## src/rtl/core/nnt_pkg.sv

```systemverilog
// Shared constants, types and the microcode program of the nearest-neighbor tour block.
package nnt_pkg;

    localparam int NODES      = 16;
    localparam int DIST_BITS  = 16;
    localparam int NODE_BITS  = $clog2(NODES);
    localparam int IDX_BITS   = NODE_BITS + 1;
    localparam int ADDR_BITS  = 2 * NODE_BITS;
    localparam int DEPTH      = NODES * NODES;
    localparam int SPOT_W     = 4;
    localparam int REQ_W      = 2;
    localparam int IN_DIST_W  = 16;
    localparam int PC_BITS    = 3;
    localparam longint unsigned DIST_MAX = (64'd1 << DIST_BITS) - 64'd1;

    localparam logic [REQ_W-1:0] REQ_WRITE = 2'd0;
    localparam logic [REQ_W-1:0] REQ_MARK  = 2'd1;
    localparam logic [REQ_W-1:0] REQ_START = 2'd2;

    localparam logic [PC_BITS-1:0] PC_IDLE   = 3'd0;
    localparam logic [PC_BITS-1:0] PC_FIRST  = 3'd1;
    localparam logic [PC_BITS-1:0] PC_TEST   = 3'd2;
    localparam logic [PC_BITS-1:0] PC_SCAN   = 3'd3;
    localparam logic [PC_BITS-1:0] PC_MOVE   = 3'd4;
    localparam logic [PC_BITS-1:0] PC_FINISH = 3'd5;

    typedef enum logic [2:0] {
        OP_NONE,
        OP_FIRST,
        OP_INIT,
        OP_SCAN,
        OP_MOVE,
        OP_FINISH
    } t_op;

    typedef enum logic [2:0] {
        C_ALWAYS,
        C_NO_GO,
        C_WANTED_EMPTY,
        C_UNVIS_EMPTY,
        C_SCAN_MORE
    } t_cond;

    typedef struct packed {
        t_op                op;
        t_cond              cond;
        logic [PC_BITS-1:0] target;
        logic               busy;
    } t_uword;

    typedef struct packed {
        logic wanted_empty;
        logic unvis_empty;
        logic scan_more;
    } t_status;

    function automatic t_uword uc_rom(input logic [PC_BITS-1:0] pc);
        t_uword w;
        w = '{op: OP_NONE, cond: C_NO_GO, target: PC_IDLE, busy: 1'b0};
        unique case (pc)
            PC_IDLE:   w = '{op: OP_NONE,   cond: C_NO_GO,        target: PC_IDLE, busy: 1'b0};
            PC_FIRST:  w = '{op: OP_FIRST,  cond: C_WANTED_EMPTY, target: PC_IDLE, busy: 1'b1};
            PC_TEST:   w = '{op: OP_INIT,   cond: C_UNVIS_EMPTY,  target: PC_FINISH, busy: 1'b1};
            PC_SCAN:   w = '{op: OP_SCAN,   cond: C_SCAN_MORE,    target: PC_SCAN, busy: 1'b1};
            PC_MOVE:   w = '{op: OP_MOVE,   cond: C_ALWAYS,       target: PC_TEST, busy: 1'b1};
            PC_FINISH: w = '{op: OP_FINISH, cond: C_ALWAYS,       target: PC_IDLE, busy: 1'b1};
            default:   w = '{op: OP_NONE,   cond: C_ALWAYS,       target: PC_IDLE, busy: 1'b1};
        endcase
        return w;
    endfunction

    function automatic logic [DIST_BITS-1:0] sat_dist(input logic [IN_DIST_W-1:0] d);
        logic [DIST_BITS-1:0] r;
        if (64'(d) > DIST_MAX) begin
            r = DIST_BITS'(DIST_MAX);
        end else begin
            r = DIST_BITS'(d);
        end
        return r;
    endfunction

endpackage

```

## src/rtl/core/nnt_ram.sv

```systemverilog
// Generic single-write, single-read RAM with registered read data.
module nnt_ram #(
    parameter int WIDTH = 16,
    parameter int DEPTH = 256
) (
    input  logic                     i_clk,
    input  logic                     i_we,
    input  logic [$clog2(DEPTH)-1:0] i_waddr,
    input  logic [WIDTH-1:0]         i_wdata,
    input  logic [$clog2(DEPTH)-1:0] i_raddr,
    output logic [WIDTH-1:0]         o_rdata
);

    logic [WIDTH-1:0] r_mem [DEPTH];
    logic [WIDTH-1:0] r_rdata;

    always_ff @(posedge i_clk) begin
        if (i_we) begin
            r_mem[i_waddr] <= i_wdata;
        end
        r_rdata <= r_mem[i_raddr];
    end

    assign o_rdata = r_rdata;

endmodule

```

## src/rtl/core/nnt_useq.sv

```systemverilog
// Microcode sequencer: step counter, control ROM and conditional jumps.
module nnt_useq (
    input  logic             i_clk,
    input  logic             i_rst_n,
    input  logic             i_go,
    input  nnt_pkg::t_status i_status,
    output nnt_pkg::t_uword  o_cw,
    output logic             o_busy
);
    import nnt_pkg::*;

    logic [PC_BITS-1:0] r_pc;
    logic [PC_BITS-1:0] n_pc;
    t_uword             cw;
    logic               take;

    always_comb begin
        cw = uc_rom(r_pc);
    end

    always_comb begin
        unique case (cw.cond)
            C_ALWAYS:       take = 1'b1;
            C_NO_GO:        take = ~i_go;
            C_WANTED_EMPTY: take = i_status.wanted_empty;
            C_UNVIS_EMPTY:  take = i_status.unvis_empty;
            C_SCAN_MORE:    take = i_status.scan_more;
            default:        take = 1'b1;
        endcase
        n_pc = take ? cw.target : r_pc + PC_BITS'(1);
    end

    always_ff @(posedge i_clk) begin
        if (!i_rst_n) begin
            r_pc <= PC_IDLE;
        end else begin
            r_pc <= n_pc;
        end
    end

    assign o_cw   = cw;
    assign o_busy = cw.busy;

endmodule

```

## src/rtl/core/nnt_dpath.sv

```systemverilog
// Datapath: distance memory, spot masks, nearest-spot scan and result register.
module nnt_dpath (
    input  logic                          i_clk,
    input  logic                          i_rst_n,
    input  logic                          i_accept,
    input  logic [nnt_pkg::REQ_W-1:0]     i_req_type,
    input  logic [nnt_pkg::SPOT_W-1:0]    i_from_spot,
    input  logic [nnt_pkg::SPOT_W-1:0]    i_to_spot,
    input  logic [nnt_pkg::IN_DIST_W-1:0] i_distance,
    input  nnt_pkg::t_uword               i_cw,
    output nnt_pkg::t_status              o_status,
    output logic                          o_valid,
    output logic [nnt_pkg::SPOT_W-1:0]    o_spot,
    output logic                          o_last,
    output logic                          o_no_spots
);
    import nnt_pkg::*;

    logic [NODES-1:0]     r_wanted, n_wanted;
    logic [NODES-1:0]     r_unvis, n_unvis;
    logic [NODE_BITS-1:0] r_cur, n_cur;
    logic [NODE_BITS-1:0] r_start, n_start;
    logic [IDX_BITS-1:0]  r_idx, n_idx;
    logic                 r_rd_vld, n_rd_vld;
    logic [NODE_BITS-1:0] r_rd_idx, n_rd_idx;
    logic [NODE_BITS-1:0] r_best, n_best;
    logic [DIST_BITS-1:0] r_best_d, n_best_d;
    logic                 r_have, n_have;
    logic                 r_valid, n_valid;
    logic [SPOT_W-1:0]    r_spot, n_spot;
    logic                 r_last, n_last;
    logic                 r_no, n_no;

    logic                 from_ok, to_ok, we;
    logic [NODE_BITS-1:0] from_node, to_node, first;
    logic [ADDR_BITS-1:0] waddr, raddr;
    logic [DIST_BITS-1:0] rdata;

    assign from_ok   = 32'(i_from_spot) < NODES;
    assign to_ok     = 32'(i_to_spot) < NODES;
    assign from_node = NODE_BITS'(i_from_spot);
    assign to_node   = NODE_BITS'(i_to_spot);
    assign we        = i_accept && (i_req_type == REQ_WRITE) && from_ok && to_ok;
    assign waddr     = {from_node, to_node};
    assign raddr     = {r_cur, r_idx[NODE_BITS-1:0]};

    nnt_ram #(
        .WIDTH (DIST_BITS),
        .DEPTH (DEPTH)
    ) u_ram (
        .i_clk   (i_clk),
        .i_we    (we),
        .i_waddr (waddr),
        .i_wdata (sat_dist(i_distance)),
        .i_raddr (raddr),
        .o_rdata (rdata)
    );

    always_comb begin
        first = '0;
        for (int i = NODES - 1; i >= 0; i--) begin
            if (r_wanted[i]) begin
                first = NODE_BITS'(i);
            end
        end
    end

    always_comb begin
        n_wanted = r_wanted;
        n_unvis  = r_unvis;
        n_cur    = r_cur;
        n_start  = r_start;
        n_idx    = r_idx;
        n_rd_vld = 1'b0;
        n_rd_idx = r_rd_idx;
        n_best   = r_best;
        n_best_d = r_best_d;
        n_have   = r_have;
        n_valid  = 1'b0;
        n_spot   = r_spot;
        n_last   = 1'b0;
        n_no     = 1'b0;

        if (i_accept && (i_req_type == REQ_MARK) && from_ok) begin
            n_wanted[from_node] = 1'b1;
        end

        // compare stage, in the cycle after the memory read
        if (r_rd_vld && r_unvis[r_rd_idx] && (!r_have || rdata < r_best_d)) begin
            n_best   = r_rd_idx;
            n_best_d = rdata;
            n_have   = 1'b1;
        end

        unique case (i_cw.op)
            OP_FIRST: begin
                n_valid = 1'b1;
                if (r_wanted == '0) begin
                    n_unvis = '0;
                    n_spot  = '0;
                    n_last  = 1'b1;
                    n_no    = 1'b1;
                end else begin
                    n_cur          = first;
                    n_start        = first;
                    n_unvis        = r_wanted;
                    n_unvis[first] = 1'b0;
                    n_spot         = SPOT_W'(first);
                end
            end
            OP_INIT: begin
                n_idx  = '0;
                n_have = 1'b0;
            end
            OP_SCAN: begin
                if (r_idx != IDX_BITS'(NODES)) begin
                    n_rd_vld = 1'b1;
                    n_rd_idx = r_idx[NODE_BITS-1:0];
                    n_idx    = r_idx + IDX_BITS'(1);
                end
            end
            OP_MOVE: begin
                n_cur           = r_best;
                n_unvis[r_best] = 1'b0;
                n_valid         = 1'b1;
                n_spot          = SPOT_W'(r_best);
            end
            OP_FINISH: begin
                n_wanted = '0;
                n_unvis  = '0;
                n_valid  = 1'b1;
                n_spot   = SPOT_W'(r_start);
                n_last   = 1'b1;
            end
            default: begin
            end
        endcase
    end

    always_ff @(posedge i_clk) begin
        if (!i_rst_n) begin
            r_wanted <= '0;
            r_unvis  <= '0;
            r_start  <= '0;
            r_rd_vld <= 1'b0;
            r_valid  <= 1'b0;
            r_last   <= 1'b0;
            r_no     <= 1'b0;
        end else begin
            r_wanted <= n_wanted;
            r_unvis  <= n_unvis;
            r_start  <= n_start;
            r_rd_vld <= n_rd_vld;
            r_valid  <= n_valid;
            r_last   <= n_last;
            r_no     <= n_no;
        end
    end

    always_ff @(posedge i_clk) begin
        r_cur    <= n_cur;
        r_idx    <= n_idx;
        r_rd_idx <= n_rd_idx;
        r_best   <= n_best;
        r_best_d <= n_best_d;
        r_have   <= n_have;
        r_spot   <= n_spot;
    end

    assign o_status.wanted_empty = (r_wanted == '0);
    assign o_status.unvis_empty  = (r_unvis == '0);
    assign o_status.scan_more    = (r_idx != IDX_BITS'(NODES));

    assign o_valid    = r_valid;
    assign o_spot     = r_spot;
    assign o_last     = r_last;
    assign o_no_spots = r_no;

endmodule

```

## src/rtl/core/nearest_neighbour_tour.sv

```systemverilog
// Top level of the nearest-neighbor tour block.
//
//  channel   | transaction when               | payload
//  ----------+--------------------------------+--------------------------------------
//  request   | i_start & !o_busy at clock edge| i_req_type i_from_spot i_to_spot i_distance
//  result    | o_valid, one cycle per result  | o_spot o_last o_no_spots
//
// Distance writes and wanted marks leave o_busy low.
// A start gives its start spot as the first result, then one result per further
// spot after a scan of its row (one memory read per spot of the row), and then a
// closing result that repeats the start spot. An empty start gives a single result.
// Reset is synchronous; it clears the wanted set and the sequencer.
// Results cannot be stalled; o_busy drops in the cycle of the last result.
module nearest_neighbour_tour (
    input  logic                          i_clk,
    input  logic                          i_rst_n,
    input  logic                          i_start,
    output logic                          o_busy,
    input  logic [nnt_pkg::REQ_W-1:0]     i_req_type,
    input  logic [nnt_pkg::SPOT_W-1:0]    i_from_spot,
    input  logic [nnt_pkg::SPOT_W-1:0]    i_to_spot,
    input  logic [nnt_pkg::IN_DIST_W-1:0] i_distance,
    output logic                          o_valid,
    output logic [nnt_pkg::SPOT_W-1:0]    o_spot,
    output logic                          o_last,
    output logic                          o_no_spots
);
    import nnt_pkg::*;

    logic    accept;
    logic    busy;
    t_uword  cw;
    t_status status;

    assign accept = i_start && !busy;

    nnt_useq u_useq (
        .i_clk    (i_clk),
        .i_rst_n  (i_rst_n),
        .i_go     (accept && (i_req_type == REQ_START)),
        .i_status (status),
        .o_cw     (cw),
        .o_busy   (busy)
    );

    nnt_dpath u_dpath (
        .i_clk       (i_clk),
        .i_rst_n     (i_rst_n),
        .i_accept    (accept),
        .i_req_type  (i_req_type),
        .i_from_spot (i_from_spot),
        .i_to_spot   (i_to_spot),
        .i_distance  (i_distance),
        .i_cw        (cw),
        .o_status    (status),
        .o_valid     (o_valid),
        .o_spot      (o_spot),
        .o_last      (o_last),
        .o_no_spots  (o_no_spots)
    );

    assign o_busy = busy;

endmodule

```

## config.mk

```make
export PLATFORM = sky130hd
export DESIGN_NAME = nearest_neighbour_tour
export DESIGN_NICKNAME = d
export VERILOG_FILES = /design/src/rtl/core/nnt_pkg.sv /design/src/rtl/core/nnt_ram.sv /design/src/rtl/core/nnt_useq.sv /design/src/rtl/core/nnt_dpath.sv /design/src/rtl/core/nearest_neighbour_tour.sv
export SDC_FILE = /design/constraint.sdc
export NUM_CORES = 2
export LEC_CHECK = 0
export ABC_AREA = 1
export ABC_CLOCK_PERIOD_IN_PS = 5100
export BUFFER_PORTS_ARGS = -buffer_cell sky130_fd_sc_hd__buf_2
export CAP_MARGIN = 20
export CORE_ASPECT_RATIO = 0.9
export CORE_UTILIZATION = 40
export DETAILED_ROUTE_END_ITERATION = 8
export HOLD_SLACK_MARGIN = 0.1
export SLEW_MARGIN = 20
export SYNTH_ARGS = -nofsm -noshare
export SYNTH_HDL_FRONTEND = slang
export SYNTH_SLANG_ARGS = --single-unit
```

## constraint.sdc

```tcl
create_clock -name i_clk -period 5.1 [get_ports i_clk]
set_input_delay 0.255 -clock i_clk [delete_from_list [all_inputs] [get_ports i_clk]]
set_output_delay 0.255 -clock i_clk [all_outputs]
set_load 0.05 [all_outputs]
```

---- Word-level counts from Yosys, hierarchy flattened ----
Memory sizes are Yosys's and may differ from the RTL's. A register that Yosys moved wholly into a read port is not among the register bits.
Index checks and enable logic that the tools add are counted.
storage, ports and cells
  register bits after elaboration ......... 81
  bits in latches ......................... 0
  bits in writable memories ............... 4,096
  memory bits (read-only) ................. 0
  output and inout bits ................... 8
  memories kept ........................... 1
operators by class
  add/subtract/negate cells ............... 2
  multiply operators ...................... 0
  divide/modulo/power cells ............... 0
  magnitude comparators ................... 8
  equal/unequal tests ..................... 19
  shift operators ......................... 0
  mux-type cells .......................... 41
  bitwise gates (word level) .............. 8
  reductions and logical operators ........ 27
memories
  memory               words  width  read ports  clocked after Yosys merged registers in  write ports  RTL line       RTL
  u_dpath.u_ram.r_mem  256    16     1           1                                        1            nnt_ram.sv:14  logic [WIDTH-1:0] r_mem [DEPTH];
operators with widths
  operator                                                            number
  2-to-1 mux 4 bit                                                    18
  case mux 10 bit (6 select lines)                                    1
  case mux 16 bit (3 select lines)                                    1
  AND 16 bit                                                          2
  zero test 16 bit                                                    2
  inverter 16 bit                                                     2
  less-than comparator 4 x 5 -> 1 bit (second input constant)         4
  == test 3 x 2 -> 1 bit (second input constant)                      6
  less-than comparator 16 bit                                         1
  2-to-1 mux 16 bit                                                   1
  bitwise OR 16 bit                                                   1
  == test 3 bit (second input constant)                               5
  demux 1 bit (select 4 bit)                                          3
  greater-or-equal comparator 4 x 1 -> 1 bit (second input constant)  3
  case mux 4 bit (3 select lines)                                     1
  AND reduction 2 bit                                                 6
  case mux 5 bit (2 select lines)                                     1
  == test 3 x 1 -> 1 bit (second input constant)                      3
  logical AND 1 bit                                                   9
  2-to-1 mux 1 bit                                                    9
  case mux 4 bit (2 select lines)                                     1
  adder 5 x 1 -> 5 bit (second input constant)                        1
  2-to-1 mux 5 bit                                                    1
  inequality test 5 bit (second input constant)                       1
  other kinds (17)                                                    22

---- Longest topological paths before layout ----
  depth in word-level cells ............... 24
  depth in mapped cells ................... 20
  depth with buffers taken out ............ 20

---- By module ----
Synthesis repeated with hierarchy kept, for this count alone.
second synthesis, totals
  cell total of the unflattened synthesis .. 14,177
  area, all modules ....................... 170,170.7 um2
modules (own cells, without submodules)
  module                  instances  cells each  area an instance (um2)  sequential area each (um2)
  nnt_ram                 1          13,617      165,706.4               123,318.3
  nnt_dpath               1          496         4,060.1                 1,931.9
  nnt_useq                1          58          376.6                   60.1
  nearest_neighbour_tour  1          6           27.5                    0.0

---- Worst setup path after synthesis ----
Ideal clock, no wire load.
  kind .................................... register -> register
  from .................................... reg u_useq.r_pc[0]
  to ...................................... mem u_dpath.u_ram.r_mem[154][0] (enable)
  arrival ................................. 2,906 ps
  data required time ...................... 4,691 ps
  slack ................................... 1,784 ps
  stages on the path, launching flop included .. 12
  clock period less this slack ............ 3,316 ps
  cell sequence ........................... dfxtp_1 ha_1 ha_1 inv_1 nand2_1 nor3_2 nand2_2 nor3_2 buf_4 nand2_2 buf_4 nor3_1
between the ends
  word-level cells in the longest chain between the ends .. 7
  elaborated cells on any way between the ends .. 12
  those cells by class .................... eq/ne: 5; mux: 3; reduce/logical: 4
ends and longest elaborated chain
  what                                         RTL line                      RTL
  from (decl)                                  nnt_useq.sv:12                logic [PC_BITS-1:0] r_pc;
  from (signal assigned)                       nnt_useq.sv:37                r_pc <= n_pc;
  == test 3 bit, or another cell as far along  nnt_pkg.sv:60                 unique case (pc)
  case mux 10 bit (6 select lines) *           nnt_pkg.sv:60
  zero test 1 bit *                            nearest_neighbour_tour.sv:35  assign accept = i_start && !busy;
  logical AND 1 bit *                          nearest_neighbour_tour.sv:35
  logical AND 1 bit *                          nnt_dpath.sv:43               assign we = i_accept && (i_req_type == REQ_WRITE) && from_ok && to_ok;
  2-to-1 mux 1 bit *                           nnt_ram.sv:18                 if (i_we) begin
  2-to-1 mux 1 bit (not written as such) *     nnt_ram.sv:19                 r_mem[i_waddr] <= i_wdata;
  to (decl)                                    nnt_ram.sv:14
Every way passes the cells marked *; elsewhere a longest branch is shown, timed or not.

---- Worst setup path after layout ----
  from .................................... reg u_useq.r_pc[2]
  to ...................................... mem u_dpath.u_ram.r_mem[76][6] (enable)
The elaborated chain is that of the path after synthesis.

==> impl_metrics.yaml <==
flow_run:
  maxCapViolations: 0
setup_path:
  cpPeakStageDelay_ns: 0.89
  crit_buf_inv: 4
  worst_setup_path_start_kind: "flip-flop"
  critPathRequiredTime_ns: 5.72
  critPathKind: "flip-flop to flip-flop"
  timing.critical_path.to_type: "flip-flop"
  critical-path-top-delay-family: "simple AND/OR/NAND/NOR gates"
  cp_cell_sequence: "inv_2, ha_1, inv_1, nand2_1, nor3_2, nand2_2, nor3_4, buf_4, nand2_2, nor2_1, buf_4"
  crit_arrival_ns: 4.73
  critical_path_peak_fanout: 11
  critical-path-slowest-cell: "sky130_fd_sc_hd__nor2_1"
grt:
  pin_count_of_the_biggest_net_entering_global_routing: 166
  grt_pass1_vias: 98558
  grt_overflow_total: 0
  global_route_wire_length_before_repair_um: 708000
  overall_fraction_of_global_route_tracks_in_use: 0.230
  grt_antenna_before_repair: 15
min_path:
  worstHoldPathType: "input port to flip-flop"
die:
  std_cell_rows: 223
  start_util: 0.402
  floorplan.die.width_um: 678
  design.core.area_mm2: 0.410
  floorplan.die.height_um: 611
  boundaryPins: 37
  dieArea_mm2: 0.414
routing:
  via_count: 107105
  antenna_left: 0
  detail_route.first_pass.iterations: 6
  finalWirelength_um: 494000
  vias_per_cell: 5.90
  initialDrtViolationCount: 15515
  drc: 0
  wire_per_inst_um: 27.2
clock_tree:
  worstSkewPairLatency_ns: 0.94
  number_of_buffers_inserted_by_post_cts_setup_repair: 0
  clock_sink_count: 4193
  tritoncts: "done"
  cts_htree_levels: 5
  clk_transition_reported_paths_ns: 0.06
  clock_tree.root_cell: "sky130_fd_sc_hd__clkbuf_16"
  clk_path_buf_depth: 4
  tritoncts.num_buffers: 413
finish:
  drive_above_1_share: 0.0961
  postLayoutCellArea_mm2: 0.187
  mostFrequentLayoutCells: "sky130_fd_sc_hd__edfxtp_1 (4133), sky130_fd_sc_hd__nor2_1 (2350), sky130_fd_sc_hd__o21ai_0 (2059)"
  final_net_count: 12468
  postLayoutCoreUtil: 0.455
  most_common_library_cell_in_the_layout_ignoring_fill_and_taps: "sky130_fd_sc_hd__edfxtp_1"
  final_cell_count_no_fill: 18167
  area_delta_synth_final_pct: 13.3
synthesis:
  synth_cell_type_count: 44
  synthesis.area_per_instance_um2: 13.4
  synth_warnings: 0
  syn-num-nets: 12341
  postSynth.asyncResetShare: 0
  post_synth_inst_count: 12289
  ys.flop_type: "sky130_fd_sc_hd__edfxtp_1"
  edff_count_synth: 4133
  syn_area_mm2: 0.165
  synth_sequential_area_ratio: 0.761
  post_synthesis_register_bit_count: 4193
place:
  placement.setup.worst_slack_ns: 1.15
  dp.cells: 17370
  globalplace.congestion: 0.846
  port_buffers: 36
  placed_cell_area_mm2: 0.173
  dp_hpwl_um: 279000
timing:
  maxClockFrequency_mhz: 243
  final_critical_path_setup_slack_ns: 0.992
  worst_tran_pin_value_ns: 1.16
  timing_hold_violations_final: 0
  number_of_pins_with_negative_max_slew_slack_in_the_final_report: 0
  period_needed_ns: 4.11
  timing.max_slew.rel_slack: 0.225
  fin_worst_hold_slack_ns: 0.183
  setup_viol_count_final: 0
  setup-tns-final_ns: 0
  clock_skew_ns: 0.0692
  rsz0062_at_grt: "false"
  period_share: 0.805
power:
  clock_power_share: 0.362
  p_per_area_mw_per_mm2: 446
  switching_power_mw: 24.3
  p_leak_nw: 58.6
  pwr-share-seq: 0.458
  overall_power_mw: 83.3
  power.internal_mw: 59.0
  net_switching_share_of_the_total_power: 0.292
  worst_ir_drop_on_vdd_v: 0.000354
  pwr-share-comb: 0.179
status:
  outcome: "completed"
[worst paths after layout]
check / from / to / slack, ns / cells past startpoint
max: u_useq.r_pc[2] / u_dpath.u_ram.r_mem[76][6] / 0.99 / 11
min: i_to_spot[2] / u_dpath.u_ram.r_mem[181][0] / 0.18 / 6
max reg2reg: u_useq.r_pc[2] / u_dpath.u_ram.r_mem[76][6] / 0.99 / 11
min reg2reg: u_dpath.u_ram.o_rdata[12] / u_dpath.r_best_d[12] / 0.45 / 0
[power by group through the flow]
stage	clock, mW	combinational (mW)	sequential, mW
finish	30.2	14.9	38.2
global route	31.8	15.9	38.2
CTS	30.5	14.7	38.2
detailed placement	0	14.6	38.9
global placement	0	14.6	38.9
floorplan	0	8.28	38.9
[synth_stat cells, types with 81 or more instances]
master,n,area [um2]
sky130_fd_sc_hd__a21oi_1,251,1260
sky130_fd_sc_hd__buf_2,238,1190
sky130_fd_sc_hd__clkbuf_1,559,2100
sky130_fd_sc_hd__edfxtp_1,4133,124000
sky130_fd_sc_hd__inv_1,130,488
sky130_fd_sc_hd__nand2_1,459,1720
sky130_fd_sc_hd__nand3_1,597,2990
sky130_fd_sc_hd__nand4_1,81,507
sky130_fd_sc_hd__nor2_1,2365,8880
sky130_fd_sc_hd__o211ai_1,99,743
sky130_fd_sc_hd__o21ai_0,2059,10300
sky130_fd_sc_hd__o221ai_1,412,3610
sky130_fd_sc_hd__o22ai_1,612,3830
[layer usage]
metal  track usage  vias up  part of all wire  wire [um]
li1              -    46694                 -          -
met1         0.346    53989              0.43     210000
met2         0.341     5653              0.44     217000
met3        0.0381      767              0.10      50500
met4        0.0728        2             0.033      16300
met5             0        -          0.000030         15
[area by class of cell]
type | instances | area, um2
Tap cell | 5400 | 6760
Antenna cell | 12 | 30.0
Sequential cell | 4193 | 125000
Clock inverter | 224 | 2110
Fill cell | 35909 | 223000
Multi-Input combinational cell | 7042 | 34800
Timing Repair Buffer | 628 | 5940
Clock buffer | 530 | 11100
Inverter | 138 | 571
[cells by family (layout without fill, tap and decap cells)]
kind of cell    after synthesis  in the layout  synth area share
fa+ha+maj                    23             23           0.00175
xor+xnor                      3              3          0.000160
compound gates             3488           3488             0.122
buf+inv                    1054           1520            0.0286
other cells                   0             12                 0
simple gates               3528           3528            0.0866
flops                      4193           4193             0.761
[worst register-to-register path, cell delays in order, from the launching register on]
cell and delay (ns):
sky130_fd_sc_hd__dfxtp_1 0.47, sky130_fd_sc_hd__inv_2 0.11, sky130_fd_sc_hd__ha_1 0.23, sky130_fd_sc_hd__inv_1 0.06
sky130_fd_sc_hd__nand2_1 0.11, sky130_fd_sc_hd__nor3_2 0.22, sky130_fd_sc_hd__nand2_2 0.17, sky130_fd_sc_hd__nor3_4 0.78
sky130_fd_sc_hd__buf_4 0.31, sky130_fd_sc_hd__nand2_2 0.08, sky130_fd_sc_hd__nor2_1 0.89, sky130_fd_sc_hd__buf_4 0.37
[what timing repair did]
| action | CTS | global route |
|---|---|---|
| hold buffers | 31 | 0 |
| hold endpoints to repair | 1386 | 0 |
| gates resized for setup | 0 | 0 |
| setup endpoints to repair | 0 | 0 |
[registers in the layout (all words and copies together) (netlist names), 5 cells and up]
name,flops
u_dpath.r_unvis,16
u_dpath.r_best_d,16
u_dpath.r_idx,5
u_dpath.u_ram.r_mem,4096
u_dpath.r_wanted,16
u_dpath.u_ram.o_rdata,16
Note: power is estimated with default switching activity, not from simulation.
